**src/rtl/core/hpv_pkg.sv**
```systemverilog
// Shared types, constants and character-class helpers for the host string validator.
// No dependencies; used by every module under rtl/core.
`timescale 1ns / 1ps

package hpv_pkg;

	localparam int CNT_W     = 9;
	localparam int ACC_W     = 17;
	localparam int PORT_W    = 16;
	localparam int LIMIT_W   = 8;
	localparam int CHAR_W    = 8;

	localparam logic [CNT_W-1:0]   CNT_SAT       = '1;
	localparam logic [ACC_W-1:0]   PORT_SAT      = 17'd65536;
	localparam logic [LIMIT_W-1:0] NAME_LEN_RST  = 8'd253;
	localparam logic [LIMIT_W-1:0] LABEL_LEN_RST = 8'd63;

	localparam logic [CHAR_W-1:0] CH_COLON  = 8'h3A;
	localparam logic [CHAR_W-1:0] CH_DOT    = 8'h2E;
	localparam logic [CHAR_W-1:0] CH_HYPHEN = 8'h2D;
	localparam logic [CHAR_W-1:0] CH_ZERO   = 8'h30;
	localparam logic [CHAR_W-1:0] CH_NINE   = 8'h39;
	localparam logic [CHAR_W-1:0] CH_UC_A   = 8'h41;
	localparam logic [CHAR_W-1:0] CH_UC_Z   = 8'h5A;
	localparam logic [CHAR_W-1:0] CH_LC_A   = 8'h61;
	localparam logic [CHAR_W-1:0] CH_LC_Z   = 8'h7A;

	typedef enum logic [2:0] {
		RSN_OK         = 3'd0,
		RSN_BAD_FIRST  = 3'd1,
		RSN_NAME_LONG  = 3'd2,
		RSN_BAD_LAST   = 3'd3,
		RSN_LABEL_LONG = 3'd4,
		RSN_LABEL_CHAR = 3'd5,
		RSN_PORT_CHAR  = 3'd6,
		RSN_PORT_RANGE = 3'd7
	} reason_t;

	typedef enum logic [1:0] {
		LERR_NONE = 2'd0,
		LERR_LONG = 2'd1,
		LERR_CHAR = 2'd2
	} label_err_t;

	typedef struct packed {
		logic [CHAR_W-1:0] char_byte;
		logic              last_char;
	} beat_t;

	typedef struct packed {
		logic              valid_res;
		reason_t           reason;
		logic              has_port;
		logic [PORT_W-1:0] port_value;
	} result_t;

	function automatic logic is_digit(input logic [CHAR_W-1:0] c);
		return (c >= CH_ZERO) && (c <= CH_NINE);
	endfunction

	function automatic logic is_alnum(input logic [CHAR_W-1:0] c);
		return is_digit(c) || ((c >= CH_LC_A) && (c <= CH_LC_Z)) ||
			((c >= CH_UC_A) && (c <= CH_UC_Z));
	endfunction

endpackage

```
**src/rtl/core/hpv_in_reg.sv**
```systemverilog
// Input register stage: captures one byte beat from the slave stream.
// Depends on hpv_pkg.
`timescale 1ns / 1ps

module hpv_in_reg (
	input  logic                          clk,
	input  logic                          arst_n,
	input  logic                          s_tvalid,
	output logic                          s_tready,
	input  logic [hpv_pkg::CHAR_W-1:0]    s_tdata,
	input  logic                          s_tlast,
	input  logic                          advance,
	output logic                          beat_valid_s1,
	output hpv_pkg::beat_t                beat_s1
);

	assign s_tready = !beat_valid_s1 || advance;

	always_ff @(posedge clk or negedge arst_n) begin
		if (!arst_n) begin
			beat_valid_s1 <= 1'b0;
		end else if (s_tready) begin
			beat_valid_s1 <= s_tvalid;
		end
	end

	always_ff @(posedge clk) begin
		if (s_tvalid && s_tready) begin
			beat_s1.char_byte <= s_tdata;
			beat_s1.last_char <= s_tlast;
		end
	end

endmodule

```
**src/rtl/core/hpv_scan.sv**
```systemverilog
// Per-string scan state and verdict logic, one beat per cycle unless a final beat waits for the output register.
// Depends on hpv_pkg.
`timescale 1ns / 1ps

module hpv_scan (
	input  logic                          clk,
	input  logic                          arst_n,
	input  logic                          beat_valid_s1,
	input  hpv_pkg::beat_t                beat_s1,
	input  logic                          out_ready,
	input  logic [hpv_pkg::LIMIT_W-1:0]   max_name_len,
	input  logic [hpv_pkg::LIMIT_W-1:0]   max_label_len,
	output logic                          advance,
	output logic                          res_valid,
	output hpv_pkg::result_t              res
);

	logic                        at_start_q, in_port_q, first_bad_q, prev_alnum_q;
	logic                        label_char_bad_q, name_end_bad_q;
	logic                        port_char_bad_q, port_digit_seen_q;
	logic [hpv_pkg::CNT_W-1:0]   name_cnt_q, label_cnt_q;
	hpv_pkg::label_err_t         label_err_q;
	logic [hpv_pkg::ACC_W-1:0]   port_acc_q;

	logic                        fb_d, ip_d, pa_d, lcb_d, neb_d, pcb_d, pds_d;
	logic [hpv_pkg::CNT_W-1:0]   nc_d, lc_d;
	hpv_pkg::label_err_t         le_d;
	logic [hpv_pkg::ACC_W-1:0]   acc_d;
	logic [hpv_pkg::ACC_W+3:0]   acc_mul;
	logic                        c_alnum, c_digit;
	logic [hpv_pkg::CHAR_W-1:0]  c;
	hpv_pkg::reason_t            rsn;

	function automatic hpv_pkg::label_err_t close_label(
		input hpv_pkg::label_err_t      le,
		input logic [hpv_pkg::CNT_W-1:0] cnt,
		input logic                      bad,
		input logic [hpv_pkg::LIMIT_W-1:0] lim
	);
		hpv_pkg::label_err_t r;
		r = le;
		if (le == hpv_pkg::LERR_NONE) begin
			if (cnt > {1'b0, lim})
				r = hpv_pkg::LERR_LONG;
			else if (bad)
				r = hpv_pkg::LERR_CHAR;
		end
		return r;
	endfunction

	assign advance   = beat_valid_s1 && (!beat_s1.last_char || out_ready);
	assign res_valid = advance && beat_s1.last_char;

	assign c       = beat_s1.char_byte;
	assign c_alnum = hpv_pkg::is_alnum(c);
	assign c_digit = hpv_pkg::is_digit(c);
	assign acc_mul = {port_acc_q, 3'b000} + {2'b00, port_acc_q, 1'b0}
		+ {{(hpv_pkg::ACC_W){1'b0}}, c[3:0]};

	always_comb begin
		fb_d  = at_start_q ? !c_alnum : first_bad_q;
		ip_d  = in_port_q;
		pa_d  = prev_alnum_q;
		lcb_d = label_char_bad_q;
		neb_d = name_end_bad_q;
		pcb_d = port_char_bad_q;
		pds_d = port_digit_seen_q;
		nc_d  = name_cnt_q;
		lc_d  = label_cnt_q;
		le_d  = label_err_q;
		acc_d = port_acc_q;
		if (!in_port_q) begin
			if (c == hpv_pkg::CH_COLON) begin
				le_d  = close_label(label_err_q, label_cnt_q, label_char_bad_q, max_label_len);
				lc_d  = '0;
				lcb_d = 1'b0;
				neb_d = !prev_alnum_q;
				ip_d  = 1'b1;
			end else begin
				if (name_cnt_q != hpv_pkg::CNT_SAT)
					nc_d = name_cnt_q + 1'b1;
				if (c == hpv_pkg::CH_DOT) begin
					le_d  = close_label(label_err_q, label_cnt_q, label_char_bad_q,
						max_label_len);
					lc_d  = '0;
					lcb_d = 1'b0;
				end else begin
					if (label_cnt_q != hpv_pkg::CNT_SAT)
						lc_d = label_cnt_q + 1'b1;
					if (!(c_alnum || c == hpv_pkg::CH_HYPHEN))
						lcb_d = 1'b1;
				end
				pa_d = c_alnum;
			end
		end else begin
			if (c_digit) begin
				if (acc_mul > {4'b0000, hpv_pkg::PORT_SAT})
					acc_d = hpv_pkg::PORT_SAT;
				else
					acc_d = acc_mul[hpv_pkg::ACC_W-1:0];
				pds_d = 1'b1;
			end else begin
				pcb_d = 1'b1;
			end
		end
		if (!ip_d && beat_s1.last_char) begin
			le_d  = close_label(le_d, lc_d, lcb_d, max_label_len);
			neb_d = !pa_d;
		end

		if (fb_d)
			rsn = hpv_pkg::RSN_BAD_FIRST;
		else if (nc_d > {1'b0, max_name_len})
			rsn = hpv_pkg::RSN_NAME_LONG;
		else if (neb_d)
			rsn = hpv_pkg::RSN_BAD_LAST;
		else if (le_d == hpv_pkg::LERR_LONG)
			rsn = hpv_pkg::RSN_LABEL_LONG;
		else if (le_d == hpv_pkg::LERR_CHAR)
			rsn = hpv_pkg::RSN_LABEL_CHAR;
		else if (ip_d && (pcb_d || !pds_d))
			rsn = hpv_pkg::RSN_PORT_CHAR;
		else if (ip_d && (acc_d == '0 || acc_d >= hpv_pkg::PORT_SAT))
			rsn = hpv_pkg::RSN_PORT_RANGE;
		else
			rsn = hpv_pkg::RSN_OK;

		res.valid_res  = (rsn == hpv_pkg::RSN_OK);
		res.reason     = rsn;
		res.has_port   = ip_d;
		res.port_value = (res.valid_res && ip_d) ? acc_d[hpv_pkg::PORT_W-1:0] : '0;
	end

	always_ff @(posedge clk or negedge arst_n) begin
		if (!arst_n) begin
			at_start_q        <= 1'b1;
			in_port_q         <= 1'b0;
			first_bad_q       <= 1'b0;
			prev_alnum_q      <= 1'b0;
			label_char_bad_q  <= 1'b0;
			name_end_bad_q    <= 1'b0;
			port_char_bad_q   <= 1'b0;
			port_digit_seen_q <= 1'b0;
			name_cnt_q        <= '0;
			label_cnt_q       <= '0;
			label_err_q       <= hpv_pkg::LERR_NONE;
			port_acc_q        <= '0;
		end else if (advance) begin
			if (beat_s1.last_char) begin
				at_start_q        <= 1'b1;
				in_port_q         <= 1'b0;
				first_bad_q       <= 1'b0;
				prev_alnum_q      <= 1'b0;
				label_char_bad_q  <= 1'b0;
				name_end_bad_q    <= 1'b0;
				port_char_bad_q   <= 1'b0;
				port_digit_seen_q <= 1'b0;
				name_cnt_q        <= '0;
				label_cnt_q       <= '0;
				label_err_q       <= hpv_pkg::LERR_NONE;
				port_acc_q        <= '0;
			end else begin
				at_start_q        <= 1'b0;
				in_port_q         <= ip_d;
				first_bad_q       <= fb_d;
				prev_alnum_q      <= pa_d;
				label_char_bad_q  <= lcb_d;
				name_end_bad_q    <= neb_d;
				port_char_bad_q   <= pcb_d;
				port_digit_seen_q <= pds_d;
				name_cnt_q        <= nc_d;
				label_cnt_q       <= lc_d;
				label_err_q       <= le_d;
				port_acc_q        <= acc_d;
			end
		end
	end

	a_acc_bound: assert property (@(posedge clk) disable iff (!arst_n)
		port_acc_q <= hpv_pkg::PORT_SAT)
		else $error("port accumulator above saturation");

	a_restart: assert property (@(posedge clk) disable iff (!arst_n)
		res_valid |=> (at_start_q && !in_port_q && name_cnt_q == '0))
		else $error("state not cleared after final beat");

	a_port_only_valid: assert property (@(posedge clk) disable iff (!arst_n)
		(res_valid && res.port_value != '0) |-> (res.valid_res && res.has_port))
		else $error("port value on failing or portless result");

	a_first_bad_start: assert property (@(posedge clk) disable iff (!arst_n)
		(advance && !beat_s1.last_char) |=> !at_start_q)
		else $error("start flag kept after a non-final beat");

endmodule

```
**src/rtl/core/hpv_out_reg.sv**
```systemverilog
// Output register stage: holds one result beat for the master stream.
// Depends on hpv_pkg.
`timescale 1ns / 1ps

module hpv_out_reg (
	input  logic                clk,
	input  logic                arst_n,
	input  logic                res_valid,
	input  hpv_pkg::result_t    res,
	output logic                out_ready,
	output logic                m_tvalid,
	input  logic                m_tready,
	output hpv_pkg::result_t    res_q
);

	assign out_ready = !m_tvalid || m_tready;

	always_ff @(posedge clk or negedge arst_n) begin
		if (!arst_n) begin
			m_tvalid <= 1'b0;
		end else if (out_ready) begin
			m_tvalid <= res_valid;
		end
	end

	always_ff @(posedge clk) begin
		if (res_valid && out_ready) begin
			res_q <= res;
		end
	end

endmodule

```
**src/rtl/core/hostname_port_validator.sv**
```systemverilog
// Top level of the host string validator: APB limit registers and the stream datapath.
// Depends on hpv_pkg, hpv_in_reg, hpv_scan, hpv_out_reg.
`timescale 1ns / 1ps

// Checks a hostname with an optional ":port" suffix, one byte beat per clock while the output
// side is not backed up; each string yields a single result beat, presented on the master
// side after its tlast byte is accepted and passes the input register, then the result register,
// and bytes of the next string keep flowing while that result waits, up to that string's
// own tlast byte. Result: valid flag, reason code (0 ok,
// 1 bad first byte, 2 name too long, 3 bad last name byte, 4 label too long, 5 bad label
// byte, 6 bad or empty port, 7 port out of range), colon seen, and the port (0 unless
// valid). Limits sit at 0x0 (name, reset 253) and 0x4 (label, reset 63); write them only
// while idle.

module hostname_port_validator (
	input  logic        clk,
	input  logic        arst_n,
	input  logic        s_tvalid,
	output logic        s_tready,
	input  logic [7:0]  s_tdata,   // [7:0] char_byte
	input  logic        s_tlast,   // last_char
	output logic        m_tvalid,
	input  logic        m_tready,
	output logic [23:0] m_tdata,   // [0] valid_res, [3:1] reason, [4] has_port,
	                               // [20:5] port_value, [23:21] zero
	input  logic        psel,
	input  logic        penable,
	input  logic        pwrite,
	input  logic [2:0]  paddr,
	input  logic [31:0] pwdata,
	output logic [31:0] prdata,
	output logic        pready
);

	logic [hpv_pkg::LIMIT_W-1:0] max_name_len_q, max_label_len_q;
	logic                        advance, beat_valid_s1, res_valid, out_ready;
	hpv_pkg::beat_t              beat_s1;
	hpv_pkg::result_t            res, res_q;

	assign pready = 1'b1;

	always_ff @(posedge clk or negedge arst_n) begin
		if (!arst_n) begin
			max_name_len_q  <= hpv_pkg::NAME_LEN_RST;
			max_label_len_q <= hpv_pkg::LABEL_LEN_RST;
		end else if (psel && penable && pwrite && pready) begin
			if (paddr[2])
				max_label_len_q <= pwdata[hpv_pkg::LIMIT_W-1:0];
			else
				max_name_len_q <= pwdata[hpv_pkg::LIMIT_W-1:0];
		end
	end

	assign prdata = paddr[2] ? {24'd0, max_label_len_q} : {24'd0, max_name_len_q};

	hpv_in_reg u_in (
		.clk           (clk),
		.arst_n        (arst_n),
		.s_tvalid      (s_tvalid),
		.s_tready      (s_tready),
		.s_tdata       (s_tdata),
		.s_tlast       (s_tlast),
		.advance       (advance),
		.beat_valid_s1 (beat_valid_s1),
		.beat_s1       (beat_s1)
	);

	hpv_scan u_scan (
		.clk           (clk),
		.arst_n        (arst_n),
		.beat_valid_s1 (beat_valid_s1),
		.beat_s1       (beat_s1),
		.out_ready     (out_ready),
		.max_name_len  (max_name_len_q),
		.max_label_len (max_label_len_q),
		.advance       (advance),
		.res_valid     (res_valid),
		.res           (res)
	);

	hpv_out_reg u_out (
		.clk       (clk),
		.arst_n    (arst_n),
		.res_valid (res_valid),
		.res       (res),
		.out_ready (out_ready),
		.m_tvalid  (m_tvalid),
		.m_tready  (m_tready),
		.res_q     (res_q)
	);

	assign m_tdata = {3'b000, res_q.port_value, res_q.has_port, res_q.reason, res_q.valid_res};

endmodule

```
**config.mk**
```make
export PLATFORM = sky130hd
export DESIGN_NAME = hostname_port_validator
export DESIGN_NICKNAME = d
export VERILOG_FILES = /design/src/rtl/core/hpv_pkg.sv /design/src/rtl/core/hpv_in_reg.sv /design/src/rtl/core/hpv_scan.sv /design/src/rtl/core/hpv_out_reg.sv /design/src/rtl/core/hostname_port_validator.sv
export SDC_FILE = /design/constraint.sdc
export NUM_CORES = 1
export LEC_CHECK = 0
export BUFFER_PORTS_ARGS = -buffer_cell sky130_fd_sc_hd__buf_2
export CAP_MARGIN = 40
export CORE_AREA = 2 2 109 111
export DETAILED_ROUTE_END_ITERATION = 10
export DIE_AREA = 0 0 111 113
export PLACE_DENSITY = 0.79
export SLEW_MARGIN = 20
export SYNTH_ARGS = -nofsm -noshare
export SYNTH_HDL_FRONTEND = slang
export SYNTH_HIERARCHICAL = 1
export SYNTH_SLANG_ARGS = --single-unit
```
**constraint.sdc**
```tcl
create_clock -name clk -period 12.5 [get_ports clk]
set_input_delay 3.75 -clock clk [delete_from_list [all_inputs] [get_ports clk]]
set_output_delay 3.75 -clock clk [all_outputs]
set_load 0.01 [all_outputs]
```
* Word level (Yosys, flattened, before mapping)
Index checks and enable logic that the tools add are counted.
** Cells by class
- $add $sub $neg :: 4
- $mul :: 0
- Div/mod/pow operators :: 0
- Magnitude comparators :: 11
- Equality and inequality tests :: 7
- Shift-type cells :: 0
- Mux-type cells :: 56
- Bitwise operators :: 1
- Reduce and logical (&&, ||, !) cells :: 35
** Operators by type and width (count)
- $mux W9 :: 9
- $mux W17 :: 4
- $gt A9 B8 Y1 :: 3
- $eq A8 B6 Y1 const B :: 3
- $mux W1 :: 24
- $mux W2 :: 11
- $add A20 B18 Y21 :: 1
- $add A21 B4 Y21 :: 1
- $gt A21 B17 Y1 const B :: 1
- $mux W3 :: 7
- $add A9 B1 Y9 const B :: 2
- $ne A9 B9 Y1 const B :: 2
- $ge A17 B17 Y1 const B :: 1
- $logic_not A17 Y1 :: 1
- $ge A8 B7 Y1 const B :: 2
- $le A8 B7 Y1 const B :: 2
- $logic_and A1 B1 Y1 :: 13
- $ge A8 B6 Y1 const B :: 1
- $le A8 B6 Y1 const B :: 1
- $logic_not A1 Y1 :: 8
- $logic_or A1 B1 Y1 :: 8
- $mux W8 :: 1
- $logic_not A2 Y1 :: 2
- $reduce_and A2 Y1 :: 2
- other kinds (4) :: 4
** Storage, ports and cells
- Register bits after elaboration :: 93
- Bits in latches :: 0
- Memory bits (writable) :: 0
- Memory bits (read-only) :: 0
- Output and inout bits :: 59
- Word-level logic and storage cells :: 136
- Memories kept :: 0

* Longest topological paths before layout
Gate-level depths: netlist (run 1).
- Word-level depth :: 21
- Depth in mapped cells :: 19

* Cells and area by module
Netlist (run 1), hierarchy kept.
** By module, submodules not included
- hpv_scan :: times used 1, cells each 567, area each 4667.0 um^2, seq. area each 1127.3 um^2
- hostname_port_validator :: times used 1, cells each 73, area each 960.9 um^2, seq. area each 416.6 um^2
- hpv_out_reg :: times used 1, cells each 25, area each 684.4 um^2, seq. area each 655.6 um^2
- hpv_in_reg :: times used 1, cells each 13, area each 324.1 um^2, seq. area each 295.3 um^2

* Worst setup path after synthesis (run 1)
No wires, ideal clock.
- Path kind :: input to output
- From :: input port m_tready
- To :: output port s_tready
- Arrival :: 4.795 ns
- Required time :: 8.750 ns
- Setup slack :: 3.955 ns
- Stages on the path :: 5
- Path through :: nand2b_4 > o21ai_1 > clkinv_1 > clkbuf_1 > nand2b_4
** Between the ends
- Word-level cells in the longest chain between the ends :: 4
** Ends and longest elaborated chain
- start: declaration :: line hostname_port_validator.sv:23 : input logic m_tready,
- $logic_or A1 B1 Y1 :: line hpv_out_reg.sv:16 : assign out_ready = !m_tvalid || m_tready;
- $logic_or A1 B1 Y1 :: line hpv_scan.sv:51 : assign advance = beat_valid_s1 && (!beat_s1.last_char || out_ready);
- $logic_and A1 B1 Y1 :: line hpv_scan.sv:51
- net advance :: line hostname_port_validator.sv:36 : logic advance, beat_valid_s1, res_valid, out_ready;
- $logic_or A1 B1 Y1 :: line hpv_in_reg.sv:17 : assign s_tready = !beat_valid_s1 || advance;
- end: declaration :: line hostname_port_validator.sv:19 : output logic s_tready,
The timed path passes the listed nets, and every way through them passes these cells.

* Final worst setup path (run 1)
- From :: input port m_tready
- To :: output port s_tready
** Between the ends
- Word-level cells in the longest chain between the ends :: 4
** Ends and longest elaborated chain (line)
- $logic_or A1 B1 Y1 :: hpv_out_reg.sv:16
- net out_ready :: hostname_port_validator.sv:36
- $logic_or A1 B1 Y1 :: hpv_scan.sv:51
- $logic_and A1 B1 Y1 :: hpv_scan.sv:51
- net advance :: hostname_port_validator.sv:36
- $logic_or A1 B1 Y1 :: hpv_in_reg.sv:17
The timed path passes the listed nets, and every way through them passes these cells.

==> results of run 1 <==
==> power groups by stage <==
stage / combinational [W] / clock, W / sequential (W)
6_report: 0.000192 / 0.000296 / 0.000382
5_1_grt: 0.000212 / 0.000312 / 0.000385
4_1_cts: 0.000189 / 0.000301 / 0.000381
3_5_place_dp: 0.000187 / 0 / 0.000386
3_3_place_gp: 0.000177 / 0 / 0.000384
2_1_floorplan: 0.000137 / 0 / 0.000379
==> cells in the mapped netlist, types with 4 or more instances <==
cell type	instances	area, um2
nand2_1	49	184
nand4_1	12	75.1
nor2_1	38	143
o22ai_1	7	43.8
buf_4	30	225
xor2_1	11	96.3
nand3_1	9	45.0
o21ai_0	38	190
o21ai_1	8	40.0
nor3_2	7	70.1
a22oi_1	17	128
dfrtp_1	49	1230
a22o_1	14	123
a32oi_1	7	61.3
o21a_1	6	45.0
clkbuf_1	21	78.8
ha_1	59	738
edfxtp_1	30	901
a31oi_1	8	50.1
a41oi_1	4	35.0
and3_1	8	50.1
nor2b_1	7	43.8
nor4_1	5	31.3
o31ai_1	6	45.0
inv_1	29	109
a21o_1	12	90.1
nand2b_1	8	50.1
nor3_1	17	85.1
a21oi_1	40	200
a32o_1	4	40.0
mux2_2	26	293
xnor2_1	12	105
dfstp_2	14	368
==> cells by family after synthesis <==
kind of cell,Yosys count,synth area share
flip-flops,93,0.376
adder cells (fa/ha/maj),61,0.117
AND/OR/NAND/NOR,187,0.156
buffers and inverters,86,0.0694
other,2,0.00113
multiplexers,28,0.0471
XOR/XNOR,23,0.0304
AO/OA/AOI/OAI,198,0.203
==> area by class of cell <==
cell class	instances	area, um2	share of cell area
multi-input cells	525	3780	0.521
flip-flops and latches	93	2490	0.344
repair buffers	64	367	0.0505
clock buffers	11	264	0.0364
well taps	143	179	0.0246
inverters	30	113	0.0155
clock inverters	5	62.6	0.00861
==> final timing paths <==
check	cells past startpoint	start	end	slack [ps]
max	7	m_tready	s_tready	3710
min reg2reg	1	u_scan/first_bad_q$_DFFE_PN0P_	u_scan/first_bad_q$_DFFE_PN0P_	510
min	1	u_scan/first_bad_q$_DFFE_PN0P_	u_scan/first_bad_q$_DFFE_PN0P_	510
max in group asynchronous	3	arst_n	u_scan/at_start_q$_DFFE_PN1P_	8620
max reg2reg	14	u_in/beat_s1[4]$_DFFE_PP_	u_out/res_q[0]$_DFFE_PP_	7310
min in group asynchronous	2	arst_n	max_label_len_q[7]$_DFFE_PN0P_	3320
==> registers in the layout, summed over array words and instances (netlist names) <==
register / count
u_out/m_tvalid: 1
u_scan/at_start_q: 1
u_scan/name_end_bad_q: 1
u_scan/prev_alnum_q: 1
u_scan/port_char_bad_q: 1
u_scan/port_acc_q: 17
u_out/res_q: 21
u_in/beat_valid_s1: 1
max_name_len_q: 8
u_in/beat_s1: 9
u_scan/label_err_q: 2
u_scan/first_bad_q: 1
u_scan/in_port_q: 1
u_scan/label_char_bad_q: 1
u_scan/name_cnt_q: 9
u_scan/port_digit_seen_q: 1
max_label_len_q: 8
u_scan/label_cnt_q: 9
==> routing by layer <==
layer,wire length [um],up-vias,share of wire
met2,8030,234,0.51
li1,-,2590,-
met3,854,40,0.054
met4,432,0,0.027
met1,6570,2670,0.41
met5,0,-,0
==> metrics by stage <==
step	total power (W)	instances	utilization	area (um2)
2_1_floorplan	0.000516	704	-	6730
5_1_grt	0.000910	871	0.644	7260
4_1_cts	0.000872	870	0.642	7230
6_report	0.000870	871	0.644	7260
3_3_place_gp	0.000561	853	0.612	6900
3_5_place_dp	0.000573	854	0.613	6910
==> critical path: stages <==
cell and delay (ps):
buf_2 100, nand2b_4 140, o21ai_2 130, clkinv_1 340, buf_4 300, nand2b_4 140
buf_2 140
==> results.sh, run 1 <==
export IMPL_first_pass_iters=5
export IMPL_skew_ps=13.8
export IMPL_boundaryPins=110
export IMPL_slew_limit_headroom=0.451
export IMPL_grt_pass1_wl_um=26200
export IMPL_finalSetupTns_ps=0
export IMPL_final_cell_mix="ha_1 (59), buf_2 (55), dfrtp_1 (49), nand2_1 (49), a21oi_1 (40)"
export IMPL_rsz0062_at_grt="no"
export IMPL_die_y_um=113
export IMPL_p_sw_frac=0.300
export IMPL_ys_seq_area_frac=0.376
export IMPL_netlist_area_um2=6640
export IMPL_die_x_um=111
export IMPL_hold_ws_ps=510
export IMPL_core_area_um2=11300
export IMPL_antenna_found_initial=0
export IMPL_clock_latency_ps=350
export IMPL_worstPathArrival_ps=5040
export IMPL_cts_max_path_buffers=2
export IMPL_worst_setup_path_start_kind="input pin"
export IMPL_cp_required_ps=8750
export IMPL_initial_utilization=0.589
export IMPL_grtUsageTotal=0.256
export IMPL_fmax_ghz=0.114
export IMPL_drt_iter0_drc=400
export IMPL_peakVddDrop_mv=0.0964
export IMPL_cts_resized=0
export IMPL_cts_max_level=3
export IMPL_gr_usage_met3=0.0364
export IMPL_root_buffer="clkbuf_16"
export IMPL_detail_route_wl_per_cell_um=18.2
export IMPL_grt_ovfl_total=0
export IMPL_cap_violations=0
export IMPL_combPwrFrac=0.221
export IMPL_crit_fanout=13
export IMPL_fin_crit_sh=0.704
export IMPL_async_reset_ff_frac=0.677
export IMPL_pwr_share_clk=0.341
export IMPL_cts_buffers=9
export IMPL_hold_viol_final=0
export IMPL_syn_to_final_growth_pct=9.43
export IMPL_fillCellCount=922
export IMPL_cts_clk_slew_worst_paths_ps=70
export IMPL_die_area_um2=12500
export IMPL_grt_max_degree=64
export IMPL_ant_nets=0
export IMPL_layout_commonest_cell="ha_1"
export IMPL_ys_flop_type="dfrtp_1"
export IMPL_hpwlAfterDp_um=11600
export IMPL_status="finished clean"
export IMPL_switchingPower_w=0.000261
export IMPL_ys_seq_elements=93
export IMPL_place_congestion=1.09
export IMPL_internal_power_w=0.000609
export IMPL_synthCells=678
export IMPL_first_global_vias=5455
export IMPL_p_leak_nw=3.35
export IMPL_p_seq_frac=0.439
export IMPL_crit_type="input pin to output pin"
export IMPL_synth_enable_flop_cells=30
export IMPL_top_usage_layer="met2"
export IMPL_place_ws_ps=3720
export IMPL_postCtsSetupBuffers=0
export IMPL_powerDensity_nw_per_um2=120
export IMPL_finalSetupViolations=0
export IMPL_cts_tree="yes"
export IMPL_drive_gt1_frac=0.196
export IMPL_hold_path_class="register to register"
export IMPL_synth_cell_type_count=74
export IMPL_io_buffer_count=55
export IMPL_cts_num_sinks=93
export IMPL_fin_nets=835
export IMPL_slew_viol_final=0
export IMPL_antenna_cells=0
export IMPL_max_slew_worst_pin_slew_ps=823
export IMPL_met2_usage=0.447
export IMPL_end_kind="output pin"
export IMPL_yosysWarnings=6
export IMPL_avgSynthCellArea_um2=9.79
export IMPL_period_minus_slack_ps=8790
export IMPL_postCtsHoldBufs=0
export IMPL_vias=5534
export IMPL_setup_ws_ps=3710
export IMPL_core_rowCount=39
export IMPL_drt_wl_total_um=15900
export IMPL_drc=0
export IMPL_met1_usage=0.314
export IMPL_viasPerCell=6.35
(Power assumes the default switching activity.)
==> inputs of run 2 (changes only) <==
--- a/config.mk
+++ b/config.mk
@@ -7,10 +7,10 @@
 export LEC_CHECK = 0
 export BUFFER_PORTS_ARGS = -buffer_cell sky130_fd_sc_hd__buf_2
 export CAP_MARGIN = 40
-export CORE_AREA = 2 2 109 111
+export CORE_AREA = 2 2 116 118
 export DETAILED_ROUTE_END_ITERATION = 10
-export DIE_AREA = 0 0 111 113
-export PLACE_DENSITY = 0.79
+export DIE_AREA = 0 0 118 120
+export PLACE_DENSITY = 0.74
 export SLEW_MARGIN = 20
 export SYNTH_ARGS = -nofsm -noshare
 export SYNTH_HDL_FRONTEND = slang
==> constraint.sdc (replaced) <==
create_clock -name clk -period 7.7 [get_ports clk]
set_input_delay 2.31 -clock clk [delete_from_list [all_inputs] [get_ports clk]]
set_output_delay 2.31 -clock clk [all_outputs]
set_load 0.01 [all_outputs]
==> run 2 against run 1 <==
Net effect: sequential share of layout area decreased by 0.23 points; wire length decreased by 3.0%; critical path depth decreased by 1; sequential cell count unchanged; register-to-register slack got worse by 4700 ps; die area increased by 13%; global-route usage decreased by 3.7 points; combinational power increased by 60%; clock skew decreased by 7.3 ps; count of clock-buffer cells in the layout decreased by 2; highest routed layer unchanged.
==> results.sh, run 2 (synthesis gave the netlist of run 1 again) <==
export IMPL_syn_to_final_growth_pct=10.2
export IMPL_drt_iter0_drc=443
export IMPL_root_buffer="clkbuf_16"
export IMPL_io_buffer_count=55
export IMPL_reg2reg_slack_ps=2640
export IMPL_initial_utilization=0.511
export IMPL_internal_power_w=0.000994
export IMPL_clock_latency_ps=350
export IMPL_first_pass_iters=6
export IMPL_die_y_um=120
export IMPL_end_kind="output pin"
export IMPL_antenna_found_initial=0
export IMPL_cts_resized=0
export IMPL_grt_ovfl_total=0
export IMPL_layout_commonest_cell="ha_1"
export IMPL_rr_endpoint="u_out/res_q[0]$_DFFE_PP_"
export IMPL_grt_max_degree=64
export IMPL_pwr_share_clk=0.349
export IMPL_skew_ps=6.50
export IMPL_hp_start="u_scan/name_end_bad_q$_DFFE_PN0P_"
export IMPL_viasPerCell=6.02
export IMPL_finalSetupTns_ps=0
export IMPL_drc=0
export IMPL_worstPathArrival_ps=3070
export IMPL_rsz0062_at_grt="no"
export IMPL_cap_violations=0
export IMPL_fin_nets=835
export IMPL_postCtsHoldBufs=0
export IMPL_hpwlAfterDp_um=11300
export IMPL_vias=5444
export IMPL_r2r_start="u_in/beat_s1[4]$_DFFE_PP_"
export IMPL_largest_reg_flops=21
export IMPL_grtUsageTotal=0.219
export IMPL_cts_buffers=9
export IMPL_first_global_vias=5315
export IMPL_crit_fanout=3
export IMPL_whs_endpoint="u_scan/name_end_bad_q$_DFFE_PN0P_"
export IMPL_hold_viol_final=0
export IMPL_cts_tree="yes"
export IMPL_place_congestion=0.915
export IMPL_postCtsSetupBuffers=0
export IMPL_final_area_um2=7310
export IMPL_finalSetupViolations=0
export IMPL_antenna_cells=0
export IMPL_die_x_um=118
export IMPL_max_slew_worst_pin_slew_ps=886
export IMPL_grt_pass1_wl_um=25300
export IMPL_fin_util=0.563
export IMPL_cts_clk_slew_worst_paths_ps=70
export IMPL_powerDensity_nw_per_um2=194
export IMPL_p_seq_frac=0.435
export IMPL_setup_ws_ps=2320
export IMPL_reg_largest_list="u_out/res_q: 21 flops, u_scan/port_acc_q: 17 flops"
export IMPL_fin_crit_sh=0.699
export IMPL_reg2regPathDepth=14
export IMPL_p_sw_frac=0.301
export IMPL_fmax_ghz=0.186
export IMPL_place_ws_ps=2310
export IMPL_slew_viol_final=0
export IMPL_period_minus_slack_ps=5380
export IMPL_ant_nets=0
export IMPL_cts_max_level=3
export IMPL_die_area_um2=14200
export IMPL_slew_limit_headroom=0.402
export IMPL_switchingPower_w=0.000428
export IMPL_drt_wl_total_um=15400
export IMPL_peakVddDrop_mv=0.159
export IMPL_cts_max_path_buffers=2
export IMPL_p_leak_nw=3.34
export IMPL_status="finished clean"
export IMPL_crit_type="input pin to output pin"
export IMPL_combPwrFrac=0.216
export IMPL_drive_gt1_frac=0.196
export IMPL_detail_route_wl_per_cell_um=17.0
export IMPL_final_cell_mix="ha_1 (59), buf_2 (55), dfrtp_1 (49), nand2_1 (49), a21oi_1 (40)"
export IMPL_cts_num_sinks=93
export IMPL_cp_required_ps=5390
export IMPL_hold_path_class="register to register"
export IMPL_core_rowCount=42
export IMPL_boundaryPins=110
export IMPL_place_area_um2=6950
export IMPL_holdPathStages=2
export IMPL_core_area_um2=13000
export IMPL_worst_setup_path_start_kind="input pin"
export IMPL_largest_register="u_out/res_q"
-- run 2: how the worst max path moves through the flow --
stage | start | cells after the start | slack, ps | endpoint
after CTS | m_tready | 6 | 2310 | s_tready
after floorplan | m_tready | 5 | 2030 | s_tready
after global placement | paddr[2] | 3 | 2340 | prdata[0]
after detailed placement | m_tready | 6 | 2310 | s_tready
final | m_tready | 6 | 2320 | s_tready
after global routing | m_tready | 6 | 2230 | s_tready
-- run 2: metrics by stage --
step | instances | total power (W) | hold WS [ps]
2_1_floorplan | 704 | 0.000838 | 451
3_3_place_gp | 886 | 0.000912 | 470
3_5_place_dp | 887 | 0.000930 | 488
4_1_cts | 903 | 0.00142 | 503
5_1_grt | 904 | 0.00149 | 543
6_report | 904 | 0.00142 | 500
-- run 2: power groups by stage --
stage               clock [W]  sequential, W  combinational (W)
floorplan                   0       0.000615           0.000223
global placement            0       0.000624           0.000288
detailed placement          0       0.000627           0.000303
CTS                  0.000503       0.000618           0.000304
global route         0.000522       0.000626           0.000339
finish               0.000496       0.000619           0.000307
-- run 2: area by class of cell --
type | count | area, um2
multi-input combinational | 525 | 3780
tap | 176 | 220
timing repair buffer | 64 | 367
clock buffer | 9 | 225
clock inverter | 7 | 109
inverter | 30 | 113
fill | 1133 | 5670
sequential | 93 | 2490
-- run 2: routing by layer --
| layer | track usage | share of wire |
|---|---|---|
| met1 | 0.272 | 0.43 |
| met2 | 0.388 | 0.50 |
| met3 | 0.0328 | 0.050 |
| met4 | 0.0776 | 0.020 |
| met5 | 0 | 0 |
-- run 2: worst max-delay path, cell delays in order --
cell and delay (ps):
buf_2 100, nand2b_4 140, o21ai_2 130, clkinv_1 100, nand2b_4 150, buf_2 150
==> inputs of run 3 (changes only) <==
--- a/config.mk
+++ b/config.mk
@@ -7,10 +7,10 @@
 export LEC_CHECK = 0
 export BUFFER_PORTS_ARGS = -buffer_cell sky130_fd_sc_hd__buf_2
 export CAP_MARGIN = 40
-export CORE_AREA = 2 2 116 118
+export CORE_AREA = 2 2 110 112
 export DETAILED_ROUTE_END_ITERATION = 10
-export DIE_AREA = 0 0 118 120
-export PLACE_DENSITY = 0.74
+export DIE_AREA = 0 0 112 114
+export PLACE_DENSITY = 0.78
 export SLEW_MARGIN = 20
 export SYNTH_ARGS = -nofsm -noshare
 export SYNTH_HDL_FRONTEND = slang
==> constraint.sdc (replaced) <==
create_clock -name clk -period 5.4 [get_ports clk]
set_input_delay 1.62 -clock clk [delete_from_list [all_inputs] [get_ports clk]]
set_output_delay 1.62 -clock clk [all_outputs]
set_load 0.01 [all_outputs]
==> run 3 against run 2 <==
Net effect: sequential power is 43% higher; global-route usage is 4.2 points higher; sequential cell count stayed put; cell area is 1.1% lower; non-clock buffer count is 2 higher; highest routed layer unchanged.
==> results.sh, run 3 (synthesis gave the netlist of run 1 again) <==
export IMPL_io_buffer_count=55
export IMPL_skew_ps=9.92
export IMPL_cts_clk_slew_worst_paths_ps=70
export IMPL_first_global_vias=5500
export IMPL_largest_reg_flops=21
export IMPL_finalSetupViolations=0
export IMPL_initial_utilization=0.567
export IMPL_slowest_stage="or4b_4"
export IMPL_setup_ws_ps=658
export IMPL_grt_pass1_wl_um=26800
export IMPL_r2r_start="u_in/beat_s1[4]$_DFFE_PP_"
export IMPL_grt_ovfl_total=0
export IMPL_first_pass_iters=5
export IMPL_cp_num_cells=14
export IMPL_drive_gt1_frac=0.197
export IMPL_clock_latency_ps=360
export IMPL_powerDensity_nw_per_um2=270
export IMPL_cts_buffers=9
export IMPL_boundaryPins=110
export IMPL_viasPerCell=6.33
export IMPL_vias=5549
export IMPL_largest_register="u_out/res_q"
export IMPL_ant_nets=0
export IMPL_cts_tree="yes"
export IMPL_rr_endpoint="u_out/res_q[2]$_DFFE_PP_"
export IMPL_postCtsSetupBuffers=0
export IMPL_path_buf_inv=3
export IMPL_fin_nets=837
export IMPL_peakVddDrop_mv=0.211
export IMPL_hold_path_class="register to register"
export IMPL_status="finished clean"
export IMPL_worstPathArrival_ps=4920
export IMPL_final_cell_mix="ha_1 (59), buf_2 (55), dfrtp_1 (49), nand2_1 (49), a21oi_1 (40)"
export IMPL_slew_viol_final=0
export IMPL_core_rowCount=40
export IMPL_place_ws_ps=726
export IMPL_root_buffer="clkbuf_16"
export IMPL_die_area_um2=12800
export IMPL_p_leak_nw=3.34
export IMPL_core_area_um2=11700
export IMPL_drt_wl_total_um=16000
export IMPL_die_x_um=112
export IMPL_hold_viol_final=0
export IMPL_finalSetupTns_ps=0
export IMPL_layout_commonest_cell="ha_1"
export IMPL_antenna_cells=0
export IMPL_drc=0
export IMPL_worst_setup_path_start_kind="register"
export IMPL_cts_num_sinks=93
export IMPL_fmax_ghz=0.211
export IMPL_fin_total_pwr_w=0.00195
export IMPL_period_minus_slack_ps=4740
export IMPL_reg2reg_slack_ps=660
export IMPL_fin_util=0.617
export IMPL_path_delay_family="simple AND/OR/NAND/NOR gates"
export IMPL_rsz0062_at_grt="no"
export IMPL_crit_type="register to register"
export IMPL_grt_max_degree=34
export IMPL_drt_iter0_drc=407
export IMPL_cp_required_ps=5580
export IMPL_place_congestion=1.08
export IMPL_cts_max_path_buffers=2
export IMPL_cts_resized=0
export IMPL_path_cells="inv_1, fa_1, inv_1, ha_1, a211oi_2, o21ai_1, xor2_1, or4_1, or4_1, or4b_4, a2111oi_4, buf_4, a22oi_1, nor3_1"
export IMPL_postCtsHoldBufs=0
export IMPL_slowest_delay_ps=590
export IMPL_grtUsageTotal=0.261
export IMPL_antenna_found_initial=0
export IMPL_syn_to_final_growth_pct=8.96
export IMPL_fin_crit_sh=0.878
export IMPL_cts_max_level=3
export IMPL_detail_route_wl_per_cell_um=18.2
export IMPL_startpoint="u_in/beat_s1[4]$_DFFE_PP_"
export IMPL_reg_largest_list="u_out/res_q: 21 flops, u_scan/port_acc_q: 17 flops"
export IMPL_end_kind="register"
export IMPL_die_y_um=114
export IMPL_crit_end="u_out/res_q[2]$_DFFE_PP_"
export IMPL_hpwlAfterDp_um=11400
export IMPL_cap_violations=0
export IMPL_reg2regPathDepth=14
export IMPL_slew_limit_headroom=0.428
export IMPL_max_slew_worst_pin_slew_ps=848
export IMPL_crit_fanout=22
[run 3: cell count changes in the layout (fill, tap and decap cells not counted)]
cell,before,now
buf_6,1,0
buf_12,0,1
buf_16,1,0
bufinv_16,2,0
clkinvlp_4,2,0
buf_4,7,10
clkinv_8,1,0
clkbuf_1,0,1
clkinv_2,0,3
clkbuf_16,9,10
[run 3: worst reg2reg max path: stages, from the launching register on]
cell and delay (ps):
edfxtp_1 420, inv_1 90, fa_1 530, inv_1 70, ha_1 330, a211oi_2 270, o21ai_1 200, xor2_1 220
or4_1 530, or4_1 410, or4b_4 590, a2111oi_4 300, buf_4 320, a22oi_1 120, nor3_1 180
[run 3: area by class of cell]
| type | count | area [um2] |
|---|---|---|
| flip-flops and latches | 93 | 2490 |
| clock buffers | 11 | 254 |
| fillers | 982 | 4480 |
| inverters | 30 | 113 |
| multi-input cells | 525 | 3780 |
| repair buffers | 66 | 370 |
| well taps | 147 | 184 |
| clock inverters | 5 | 32.5 |
[run 3: stage by stage]
step / instances / hold WS [ps] / instance area [um2]
detailed placement: 861 / 478 / 6940
global placement: 860 / 470 / 6920
finish: 877 / 497 / 7230
CTS: 877 / 494 / 7230
global route: 877 / 535 / 7230
floorplan: 704 / 451 / 6730
[run 3: power breakdown]
| part | switching [W] | total, W | internal, W |
|---|---|---|---|
| combinational | 0.000256 | 0.000444 | 0.000188 |
| sequential | 0.0000678 | 0.000884 | 0.000817 |
| clock | 0.000284 | 0.000625 | 0.000341 |
[run 3: worst min-delay path by stage]
stage | from | endpoint | slack [ps] | cells after the start
5_1_grt | u_scan/name_end_bad_q$_DFFE_PN0P_ | u_scan/name_end_bad_q$_DFFE_PN0P_ | 540 | 2
3_5_place_dp | u_scan/name_end_bad_q$_DFFE_PN0P_ | u_scan/name_end_bad_q$_DFFE_PN0P_ | 480 | 2
6_report | u_scan/name_end_bad_q$_DFFE_PN0P_ | u_scan/name_end_bad_q$_DFFE_PN0P_ | 500 | 2
4_1_cts | u_scan/name_end_bad_q$_DFFE_PN0P_ | u_scan/name_end_bad_q$_DFFE_PN0P_ | 490 | 2
2_1_floorplan | u_scan/name_end_bad_q$_DFFE_PN0P_ | u_scan/name_end_bad_q$_DFFE_PN0P_ | 450 | 2
3_3_place_gp | u_scan/name_end_bad_q$_DFFE_PN0P_ | u_scan/name_end_bad_q$_DFFE_PN0P_ | 470 | 2
[run 3: routing by layer]
layer / vias up / routed length (um) / global-route usage
met5: - / 0 / 0
met4: 0 / 478 / 0.124
met3: 48 / 971 / 0.0404
met2: 224 / 7990 / 0.444
met1: 2687 / 6520 / 0.329
li1: 2590 / - / -
